==> src/hdl/pfe_pkg.sv <==
// shared types and constants for the postfix expression evaluator
// used by pfe_front, pfe_fifo, pfe_div, pfe_back, the top level and the testbench; no dependencies
package pfe_pkg;

   localparam int DATA_W      = 32;
   localparam int QUEUE_DEPTH = 4;
   localparam int QPTR_W      = 2;

   localparam logic [7:0] CH_ZERO  = 8'h30;
   localparam logic [7:0] CH_NINE  = 8'h39;
   localparam logic [7:0] CH_PLUS  = 8'h2B;
   localparam logic [7:0] CH_MINUS = 8'h2D;
   localparam logic [7:0] CH_STAR  = 8'h2A;
   localparam logic [7:0] CH_SLASH = 8'h2F;

   localparam logic [DATA_W-1:0] EMPTY_VALUE = '1;

   localparam logic [1:0] STATUS_OK       = 2'd0;
   localparam logic [1:0] STATUS_LEFTOVER = 2'd1;
   localparam logic [1:0] STATUS_DIVZERO  = 2'd2;

   typedef enum logic [2:0] {
      OP_NONE = 3'd0,
      OP_ADD  = 3'd1,
      OP_SUB  = 3'd2,
      OP_MUL  = 3'd3,
      OP_DIV  = 3'd4
   } op_type;

   // one classified request: optional finished operand, optional operator, end mark
   typedef struct packed {
      logic              has_num;
      logic [DATA_W-1:0] num;
      op_type            op;
      logic              last;
   } token_type;

endpackage

==> src/hdl/pfe_fifo.sv <==
// short token queue between the front end and the stack engine
// depends on pfe_pkg
module pfe_fifo (
   input  logic                clock,
   input  logic                reset,
   input  logic                wr_en,
   input  pfe_pkg::token_type  wr_tok,
   output logic                full,
   input  logic                rd_en,
   output logic                empty,
   output pfe_pkg::token_type  rd_tok
);
   import pfe_pkg::*;

   token_type         entry_ff [QUEUE_DEPTH];
   logic [QPTR_W-1:0] wr_ptr_ff, wr_ptr_in, rd_ptr_ff, rd_ptr_in;
   logic [QPTR_W:0]   count_ff, count_in;

   always_comb begin
      full      = (count_ff == (QPTR_W+1)'(QUEUE_DEPTH));
      empty     = (count_ff == '0);
      rd_tok    = entry_ff[rd_ptr_ff];
      wr_ptr_in = wr_ptr_ff + QPTR_W'(wr_en);
      rd_ptr_in = rd_ptr_ff + QPTR_W'(rd_en);
      count_in  = count_ff + (QPTR_W+1)'(wr_en) - (QPTR_W+1)'(rd_en);
   end

   always_ff @(posedge clock) begin
      if (wr_en) begin
         entry_ff[wr_ptr_ff] <= wr_tok;
      end
   end

   always_ff @(posedge clock) begin
      if (reset) begin
         wr_ptr_ff <= '0;
         rd_ptr_ff <= '0;
         count_ff  <= '0;
      end else begin
         wr_ptr_ff <= wr_ptr_in;
         rd_ptr_ff <= rd_ptr_in;
         count_ff  <= count_in;
      end
   end

   assert property (@(posedge clock) disable iff (reset) full |-> !wr_en)
      else $error("token queue overrun");
   assert property (@(posedge clock) disable iff (reset) empty |-> !rd_en)
      else $error("token queue underrun");
   assert property (@(posedge clock) disable iff (reset)
      count_ff <= (QPTR_W+1)'(QUEUE_DEPTH))
      else $error("token queue count out of range");

endmodule

==> config.mk <==
export PLATFORM = sky130hd
export DESIGN_NAME = pfe_fifo
export DESIGN_NICKNAME = d
export VERILOG_FILES = /design/src/hdl/pfe_pkg.sv /design/src/hdl/pfe_fifo.sv
export SDC_FILE = /design/constraint.sdc
export NUM_CORES = 1
export LEC_CHECK = 0
export ABC_AREA = 1
export ABC_CLOCK_PERIOD_IN_PS = 4600
export BUFFER_PORTS_ARGS = -buffer_cell sky130_fd_sc_hd__buf_4
export CAP_MARGIN = 10
export CORE_MARGIN = 2
export CORE_UTILIZATION = 40
export DETAILED_ROUTE_END_ITERATION = 8
export SYNTH_ARGS = -nofsm -noshare
export SYNTH_HDL_FRONTEND = slang
export SYNTH_SLANG_ARGS = --single-unit
==> constraint.sdc <==
create_clock -name clock -period 4.6 [get_ports clock]
set_input_delay 0.92 -clock clock [delete_from_list [all_inputs] [get_ports clock]]
set_output_delay 0.92 -clock clock [all_outputs]
set_load 0.05 [all_outputs]
==> metrics.txt <==
outcome=complete, no violations; sequential area share after synthesis=74.8%; Crit Path Category=reg -> out; IO Pins=80; number of enable flip-flop cells after synthesis=between 100 and 150; Worst Hold End=wr_ptr_ff[1]$_SDFF_PP0_; Pleak=~3 nW; crit start category=register; CP Cell Sequence=buf_4 -> a21oi_1 -> o21ai_0 -> nand2_1 -> buf_4; DR iter-0 viols=219; layout cell share with drive strength beyond 1=between 20% and 30%; GPL Wtd Cong=between 0.6 and 0.7; CP Buf/Inv Count=2; count of cell types in the netlist=17; Mapped Nets=522; Post-layout nets=slightly above 600; Rows=45; Post-DP HPWL=6.60 mm; First-pass DRT Iterations=6; Die Wd=~130 um; Final Hold Viols=0; Post-Layout Inst Area=7490 um^2; Cells after Synth=approximately 480; GR Util met2=between 20% and 30%; fin crit share=69.3%; Synth top area share=between 70% and 80%; crit path time final=roughly 3.2 ns; Required @ worst endpoint=~3.7 ns; fmax=about 310 MHz; combinational share of power=between 10% and 20%; NetSw=~950 uW; Synth top cells by count=148 x edfxtp_1, 87 x inv_1, 77 x nand2_1; post-route setup TNS=0 ns; worst clock skew=0.00793 ns; Crit Path Max Fanout=108; Initial Utilization=approximately 40%; initial antenna violation count=0; Remaining Overflow, GRT=0; remaining antenna violation count=0; Synthesis Warnings=0; root buffer cell=clkbuf_16; most frequent cell after synthesis=edfxtp_1; ys flop type=edfxtp_1; final setup vio count=0; Worst VDD drop=about 0.00024 V; gr usage total=~14%; core area=around 15,000 um^2; largest net degree at the start of global routing=approximately 110; P_int=approximately 2.6 mW; Worst R2R Setup Slack=between 2 and 3 ns; DRC viols=0; r2r startpoint=wr_ptr_ff[1]$_SDFF_PP0_; hold-critical path depth=2; first-pass GRT wire length=around 17 mm; Synth area leader=edfxtp_1; power share of the clock group=approximately 36%; cell depth of the worst flop-to-flop path=3; Die Height=approximately 130 um; unrepaired setup endpoints after global routing=false; Tot Pwr=around 3.5 mW; register bit total from synthesis=around 160; crit-path max cell delay=a little under 1 ns; Clock Sinks=~160; Clock Path Buffers=2; Post-synth ARST share=0%; total setup buffers inserted after CTS=0; Crit path top cell by count=buf_4; slew of the pin with the lowest slew margin=0.997 ns; synthesis-to-layout area growth=22.2%; Max-Cap Viols=0; layer with the highest usage=met2; post-DR wirelength/cell=roughly 14 um; sequential power share=between 40% and 50%; grt met3 use=under 10%; multi-input logic area=between 1000 and 1500 um^2; Power Dens Cells=between 400 and 500 nW/um^2; latest clock arrival within the worst-skew pair=between 0.4 and 0.5 ns; Largest delay share family, worst path=flip-flops; Cell Area, Synth=approximately 6100 um^2; DRT Wirelength=~11 mm; Switching Share=between 20% and 30%; Final Max Tran Viols=0; H-tree depth=4; Via Count=between 3,000 and 4,000; worst hold path startpoint=wr_ptr_ff[1]$_SDFF_PP0_; Clock transition at path regs=roughly 0.06 ns; syn_area_per_cell=around 13 um^2; Synth area leaders=edfxtp_1 73%, inv_1 5.3%, nand2_1 4.7%; Crit-path slowest cell=dfxtp_4; Worst R2R End=entry_ff[2][30]$_DFFE_PP_; Reg area=about 4600 um^2; placed inst area=between 6000 and 7000 um^2; Inserted Clock Buffers=17; Worst Hold Class=reg -> reg; antenna cells=0; crit path DAT=roughly 2.3 ns; critical path capture point type=primary output; hold buffers post-CTS=0; Post-CTS Resized=0; number of port buffers=between 70 and 80; fillers=approximately 1,300; vias per inst=~4.8; Slew headroom=between 30% and 40%; Die ar.=16,300 um^2; CTS tree=built; vias in the first global route=around 3,400; post-layout util=between 40% and 50%; GR Layer Usage met1=around 17%
## through the flow
stage / worst slack (ns) / hold WS [ns] / instances
after floorplan: 0.610 / 0.520 / 476
after global placement: 1.88 / 0.566 / 729
after detailed placement: 1.82 / 0.568 / 729
after CTS: 1.38 / 0.587 / 761
after global routing: 1.17 / 0.611 / 761
final: 1.41 / 0.587 / 761
## cells in the final DEF (no fill, tap or decap)
cell and count:
ha_1 4, inv_1 87, a21oi_1 38, nor3_2 4, xnor2_1 2, nand3_1 1, buf_4 88, clkinv_1 3
clkinv_4 1, o21ai_0 37, o211ai_1 37, edfxtp_1 148, clkbuf_16 17, dfxtp_2 1, buf_12 1, nor2_1 8
dfxtp_4 1, fa_1 1, clkinv_2 4, nor3_1 1, clkbuf_1 5, bufinv_16 2, dfxtp_1 5, nand2_1 77
## area by class of cell
class | instances | share of cell area [%]
sequential | 155 | 61.3
multi-input combinational | 210 | 14.8
timing repair buffer | 89 | 9.09
clock buffer | 22 | 5.93
inverter | 87 | 4.36
tap | 188 | 3.14
clock inverter | 10 | 1.34
## worst min-delay path: cells and delay by family, from the launching register on
family / cells / cell delay (ns)
xor gates and xnor gates: 1 / 0.15
DFF: 1 / 0.35
and+or+nand+nor: 1 / 0.04
## registers in the layout, indices dropped and copies added, names as in the netlist
register	count
entry_ff	148
wr_ptr_ff	2
count_ff	3
rd_ptr_ff	2
## per-layer routing
layer	wire, um	share of wire [%]	vias up
li1	-	-	1808
met1	4790	44	1733
met2	5290	49	66
met3	630	5.8	12
met4	143	1.3	0
met5	0	0	-
## power groups by stage
stage | registers (mW) | clock network (mW) | logic (mW)
3_5_place_dp | 1.70 | 0 | 0.594
5_1_grt | 1.68 | 1.37 | 0.635
3_3_place_gp | 1.70 | 0 | 0.585
2_1_floorplan | 1.67 | 0 | 0.426
6_report | 1.67 | 1.28 | 0.586
4_1_cts | 1.67 | 1.31 | 0.595
## cell families (layout without fill, tap and decap cells)
logic type | after synthesis | count (layout) | synth area share (%)
AOI/OAI and AO/OA | 112 | 112 | 10.7
xor gates and xnor gates | 2 | 2 | 0.286
adders and majority gates | 5 | 5 | 1.14
buffers and inverters | 111 | 208 | 7.37
DFF | 155 | 155 | 74.8
and+or+nand+nor | 91 | 91 | 5.70
## worst max-delay path by stage
stage,start,to,slack (ns),cells after the start
global route,rd_ptr_ff[0]$_SDFF_PP0_,rd_tok[23],1.17,5
floorplan,wr_en,entry_ff[0][0]$_DFFE_PP_,0.61,2
detailed placement,rd_ptr_ff[0]$_SDFF_PP0_,rd_tok[35],1.82,5
finish,rd_ptr_ff[0]$_SDFF_PP0_,rd_tok[19],1.41,5
CTS,rd_ptr_ff[0]$_SDFF_PP0_,rd_tok[35],1.38,5
global placement,rd_ptr_ff[0]$_SDFF_PP0_,rd_tok[10],1.88,5
No activity file was read; power rests on OpenSTA's default activity.
