--- config.mk ---
export PLATFORM = sky130hd
export DESIGN_NAME = pfe_front
export DESIGN_NICKNAME = d
export VERILOG_FILES = /design/src/hdl/pfe_pkg.sv /design/src/hdl/pfe_front.sv
export SDC_FILE = /design/constraint.sdc
export NUM_CORES = 1
export LEC_CHECK = 0
export ABC_AREA = 1
export BUFFER_PORTS_ARGS = -buffer_cell sky130_fd_sc_hd__buf_4
export CAP_MARGIN = 20
export CORE_MARGIN = 4
export CORE_UTILIZATION = 66
export DETAILED_ROUTE_END_ITERATION = 7
export GPL_ROUTABILITY_DRIVEN = 0
export PLACE_DENSITY = 0.91
export SLEW_MARGIN = 20
export SYNTH_ARGS = -nofsm -noshare
export SYNTH_HDL_FRONTEND = slang
export SYNTH_SLANG_ARGS = --single-unit
--- constraint.sdc ---
create_clock -name clock -period 7.3 [get_ports clock]
set_input_delay 1.46 -clock clock [delete_from_list [all_inputs] [get_ports clock]]
set_output_delay 1.46 -clock clock [all_outputs]
set_load 0.01 [all_outputs]
--- src/hdl/pfe_pkg.sv ---
// shared types and constants for the postfix expression evaluator
// used by pfe_front, pfe_fifo, pfe_div, pfe_back, the top level and the testbench; no dependencies
package pfe_pkg;

   localparam int DATA_W      = 32;
   localparam int QUEUE_DEPTH = 4;
   localparam int QPTR_W      = 2;

   localparam logic [7:0] CH_ZERO  = 8'h30;
   localparam logic [7:0] CH_NINE  = 8'h39;
   localparam logic [7:0] CH_PLUS  = 8'h2B;
   localparam logic [7:0] CH_MINUS = 8'h2D;
   localparam logic [7:0] CH_STAR  = 8'h2A;
   localparam logic [7:0] CH_SLASH = 8'h2F;

   localparam logic [DATA_W-1:0] EMPTY_VALUE = '1;

   localparam logic [1:0] STATUS_OK       = 2'd0;
   localparam logic [1:0] STATUS_LEFTOVER = 2'd1;
   localparam logic [1:0] STATUS_DIVZERO  = 2'd2;

   typedef enum logic [2:0] {
      OP_NONE = 3'd0,
      OP_ADD  = 3'd1,
      OP_SUB  = 3'd2,
      OP_MUL  = 3'd3,
      OP_DIV  = 3'd4
   } op_type;

   // one classified request: optional finished operand, optional operator, end mark
   typedef struct packed {
      logic              has_num;
      logic [DATA_W-1:0] num;
      op_type            op;
      logic              last;
   } token_type;

endpackage

--- src/hdl/pfe_front.sv ---
// front end: accumulates decimal operands and classifies each request into a token
// depends on pfe_pkg
module pfe_front (
   input  logic                clock,
   input  logic                reset,
   input  logic                accept,
   input  logic [7:0]          character,
   input  logic                last,
   output logic                tok_valid,
   output pfe_pkg::token_type  tok
);
   import pfe_pkg::*;

   logic [DATA_W-1:0] acc_ff, acc_in, acc_next;
   logic              in_num_ff, in_num_in;
   logic              is_digit;
   op_type            op;

   always_comb begin
      is_digit = (character >= CH_ZERO) && (character <= CH_NINE);
      case (character)
         CH_PLUS:  op = OP_ADD;
         CH_MINUS: op = OP_SUB;
         CH_STAR:  op = OP_MUL;
         CH_SLASH: op = OP_DIV;
         default:  op = OP_NONE;
      endcase
      // acc * 10 + digit, wrapping
      acc_next = (in_num_ff ? ((acc_ff << 3) + (acc_ff << 1)) : '0)
                 + DATA_W'(character - CH_ZERO);
      acc_in    = acc_ff;
      in_num_in = in_num_ff;
      tok       = '{has_num: 1'b0, num: acc_ff, op: OP_NONE, last: last};
      tok_valid = 1'b0;
      if (is_digit) begin
         if (last) begin
            tok       = '{has_num: 1'b1, num: acc_next, op: OP_NONE, last: 1'b1};
            tok_valid = 1'b1;
            acc_in    = '0;
            in_num_in = 1'b0;
         end else begin
            acc_in    = acc_next;
            in_num_in = 1'b1;
         end
      end else begin
         tok       = '{has_num: in_num_ff, num: acc_ff, op: op, last: last};
         tok_valid = in_num_ff || (op != OP_NONE) || last;
         acc_in    = '0;
         in_num_in = 1'b0;
      end
      if (!accept) begin
         tok_valid = 1'b0;
         acc_in    = acc_ff;
         in_num_in = in_num_ff;
      end
   end

   always_ff @(posedge clock) begin
      if (reset) begin
         acc_ff    <= '0;
         in_num_ff <= 1'b0;
      end else begin
         acc_ff    <= acc_in;
         in_num_ff <= in_num_in;
      end
   end

endmodule

==> impl_metrics.env <==
export IMPL_area_delta_synth_final_pct=10.2
export IMPL_cp_startpoint="acc_ff[0]"
export IMPL_vias=6271
export IMPL_synth_top_family_by_area="simple AND/OR/NAND/NOR gates"
export IMPL_synth_top_area_share_pct=21.0
export IMPL_leakage_nw=2.76
export IMPL_synth_edff_count=0
export IMPL_insertedDiodeCount=0
export IMPL_grt_setup_unrepaired="false"
export IMPL_numCtsBuffers=5
export IMPL_finClkSkew_ps=5.44
export IMPL_ys_types=44
export IMPL_dieArea_sq_um=9190
export IMPL_reg2reg_to="acc_ff[30]"
export IMPL_yosys_top_cells_count="nand2_1 (285), a21oi_1 (111), nor2_1 (93), inv_1 (80), ha_1 (60)"
export IMPL_overflow=0
export IMPL_postSynth_asyncResetShare_pct=0
export IMPL_cts_setup_buffers=0
export IMPL_cts_path_max_buffers=2
export IMPL_syn_inst=891
export IMPL_min_path_type="reg2reg"
export IMPL_cts_reportedPaths_clkPinSlew_ps=80
export IMPL_cap_violations=0
export IMPL_syn_cell_area_sq_um=5090
export IMPL_clkSinkCount=33
export IMPL_finalMaxSlewViolations=0
export IMPL_power_density_nw_per_um2=71.8
export IMPL_finalHoldViolCount=0
export IMPL_min_delay_path_depth=2
export IMPL_ioPinCount=50
export IMPL_fin_tns_setup_ps=0
export IMPL_initialDrtViolationCount=765
export IMPL_yosysWarnings=0
export IMPL_slew_headroom_pct=34.0
export IMPL_reg2reg_slack_ps=3010
export IMPL_ys_top_cells_by_area="nand2_1 (21%), ha_1 (15%), dfxtp_1 (13%), a21oi_1 (11%), nor2_1 (6.9%)"
export IMPL_core_rowCount=31
export IMPL_dieWidth_um=95.9
export IMPL_drive_gt1_share_pct=8.49
export IMPL_nets=1004
export IMPL_hold_ws_ps=467
export IMPL_wl_per_cell_um=15.9
export IMPL_ctsHtreeMaxLevel=2
export IMPL_worstPathRequired_ps=5840
export IMPL_synthXorXnorAreaFrac_pct=4.30
export IMPL_worstPathArrival_ps=4600
export IMPL_synth_seq_cells=33
export IMPL_via_per_inst=6.09
export IMPL_detail_route_antenna_nets=0
export IMPL_synthSimpleGateAreaFrac_pct=38.1
export IMPL_cts_tree="done"
export IMPL_grt_use_total_pct=35.9
export IMPL_worstSkewPairLatency_ps=300
export IMPL_portBuffers=49
export IMPL_yosysMostFrequentCell="nand2_1"
export IMPL_drc_errors=0
export IMPL_die_y_um=95.9
export IMPL_r2r_start="acc_ff[0]"
export IMPL_core_area_sq_um=7370
export IMPL_cts_resized_gates=0
export IMPL_fin_crit_sh_pct=83.0
export IMPL_setup_viol=0
export IMPL_startpoint_type="flip-flop"
export IMPL_syn_area_per_cell_sq_um=5.72
export IMPL_grt_pass1_wl_um=26100
export IMPL_fin_crit_ps=6060
export IMPL_synth_compound_area_share_pct=20.8
export IMPL_postCtsHoldBufs=0
export IMPL_dr_pass1_iters=6
export IMPL_grt_antenna_before_repair=0
export IMPL_min_to="acc_ff[31]"
export IMPL_synth_fp_nets=965
export IMPL_r2r_cells=22
export IMPL_ys_flop_type="dfxtp_1"
export IMPL_grt_pass1_vias=5572
export IMPL_max_clock_freq_mhz=165
export IMPL_place_hpwl_um=12700
export IMPL_worst_pin_slew_ps=989
export IMPL_min_from="acc_ff[31]"
export IMPL_start_util_pct=69.1
export IMPL_totalWireLength_um=16300
export IMPL_yosys_area_top_type="nand2_1"
export IMPL_root_buffer="clkbuf_8"
export IMPL_synthMuxAreaShare_pct=0
export IMPL_ir_drop_uv=77.5
export IMPL_cp_end_kind="output pin"
export IMPL_status="completed"
export IMPL_crit_type="reg2out"
export IMPL_grt_max_degree=35
export IMPL_path_max_fanout=6
export IMPL_ys_seq_area_share_pct=13.0
export IMPL_synth_adder_area_share_pct=15.5
==> critical path: stages (launching register included) <==
cell and delay (ps):
dfxtp_1 430, ha_1 210, inv_1 60, fa_1 420
o21ai_2 290, a21oi_1 150, o21ai_1 220, nand2_1 80
nand2_1 100, a21boi_1 110, o21ai_0 230, nand2_1 90
nand2_1 80, nor2_1 100, ha_1 400, nand2_1 140
nor2_1 170, inv_1 70, nor4_1 320, nand3_1 200
nand3b_1 160, nand3_1 90, nand2_1 80, buf_4 120
==> where the power goes <==
group,switching (mW),internal (mW)
logic,0.0509,0.0266
registers,0.00123,0.180
clock network,0.0780,0.0659
==> cell usage in the layout, fill, tap and decap left out, types with 6 or more instances in the layout <==
master / n
buf_4: 51
o21ai_0: 49
o21ai_1: 8
nand3_1: 50
or2_2: 9
dfxtp_1: 33
ha_1: 60
nand4_1: 7
xnor2_1: 10
nand2_1: 285
inv_1: 80
nor3_1: 9
a21oi_1: 111
nor2_1: 92
xor2_1: 15
nor4_1: 6
==> routing by layer <==
layer	up-vias	part of all wire [%]	track usage [%]
met2	369	43	55.6
met5	-	0	0
met4	0	1.7	8.18
met1	2808	41	50.3
li1	3058	-	-
met3	36	14	8.52
==> how the worst max path moves through the flow <==
stage | end | cells past startpoint
after CTS | tok[34] | 23
after global placement | tok[29] | 15
final | tok[34] | 23
after detailed placement | tok[29] | 15
after floorplan | tok[21] | 14
after global routing | tok[34] | 23
==> state kept, by name (all words and copies together) (netlist names) <==
register / cells
in_num_ff: 1
acc_ff: 32
==> through the flow <==
stage | power, mW | setup slack, ps | area [sq um] | cells | utilization, %
after floorplan | 0.234 | 1550 | 5090 | 891 | -
after global placement | 0.256 | 1860 | 5500 | 1021 | 74.6
after detailed placement | 0.259 | 1780 | 5500 | 1021 | 74.6
after CTS | 0.399 | 1380 | 5580 | 1029 | 75.8
after global routing | 0.416 | 836 | 5610 | 1030 | 76.1
final | 0.403 | 1240 | 5610 | 1030 | 76.1
==> area by class of cell <==
cell class	instances	area (sq um)
clock buffer	5	68.8
clock inverter	3	17.5
fill	639	1760
inverter	84	319
multi-input combinational	754	4010
sequential	33	661
tap	99	124
timing repair buffer	52	410
==> cell families (layout without fill, tap and decap cells) <==
| kind of cell | count (synthesis) | count (layout) |
|---|---|---|
| AND/OR/NAND/NOR | 470 | 470 |
| AO/OA/AOI/OAI | 197 | 197 |
| buffers and inverters | 104 | 144 |
| adder cells (fa/ha/maj) | 62 | 62 |
| flip-flops | 33 | 33 |
| XOR/XNOR | 25 | 25 |
Power figures use the tool's default switching activity.
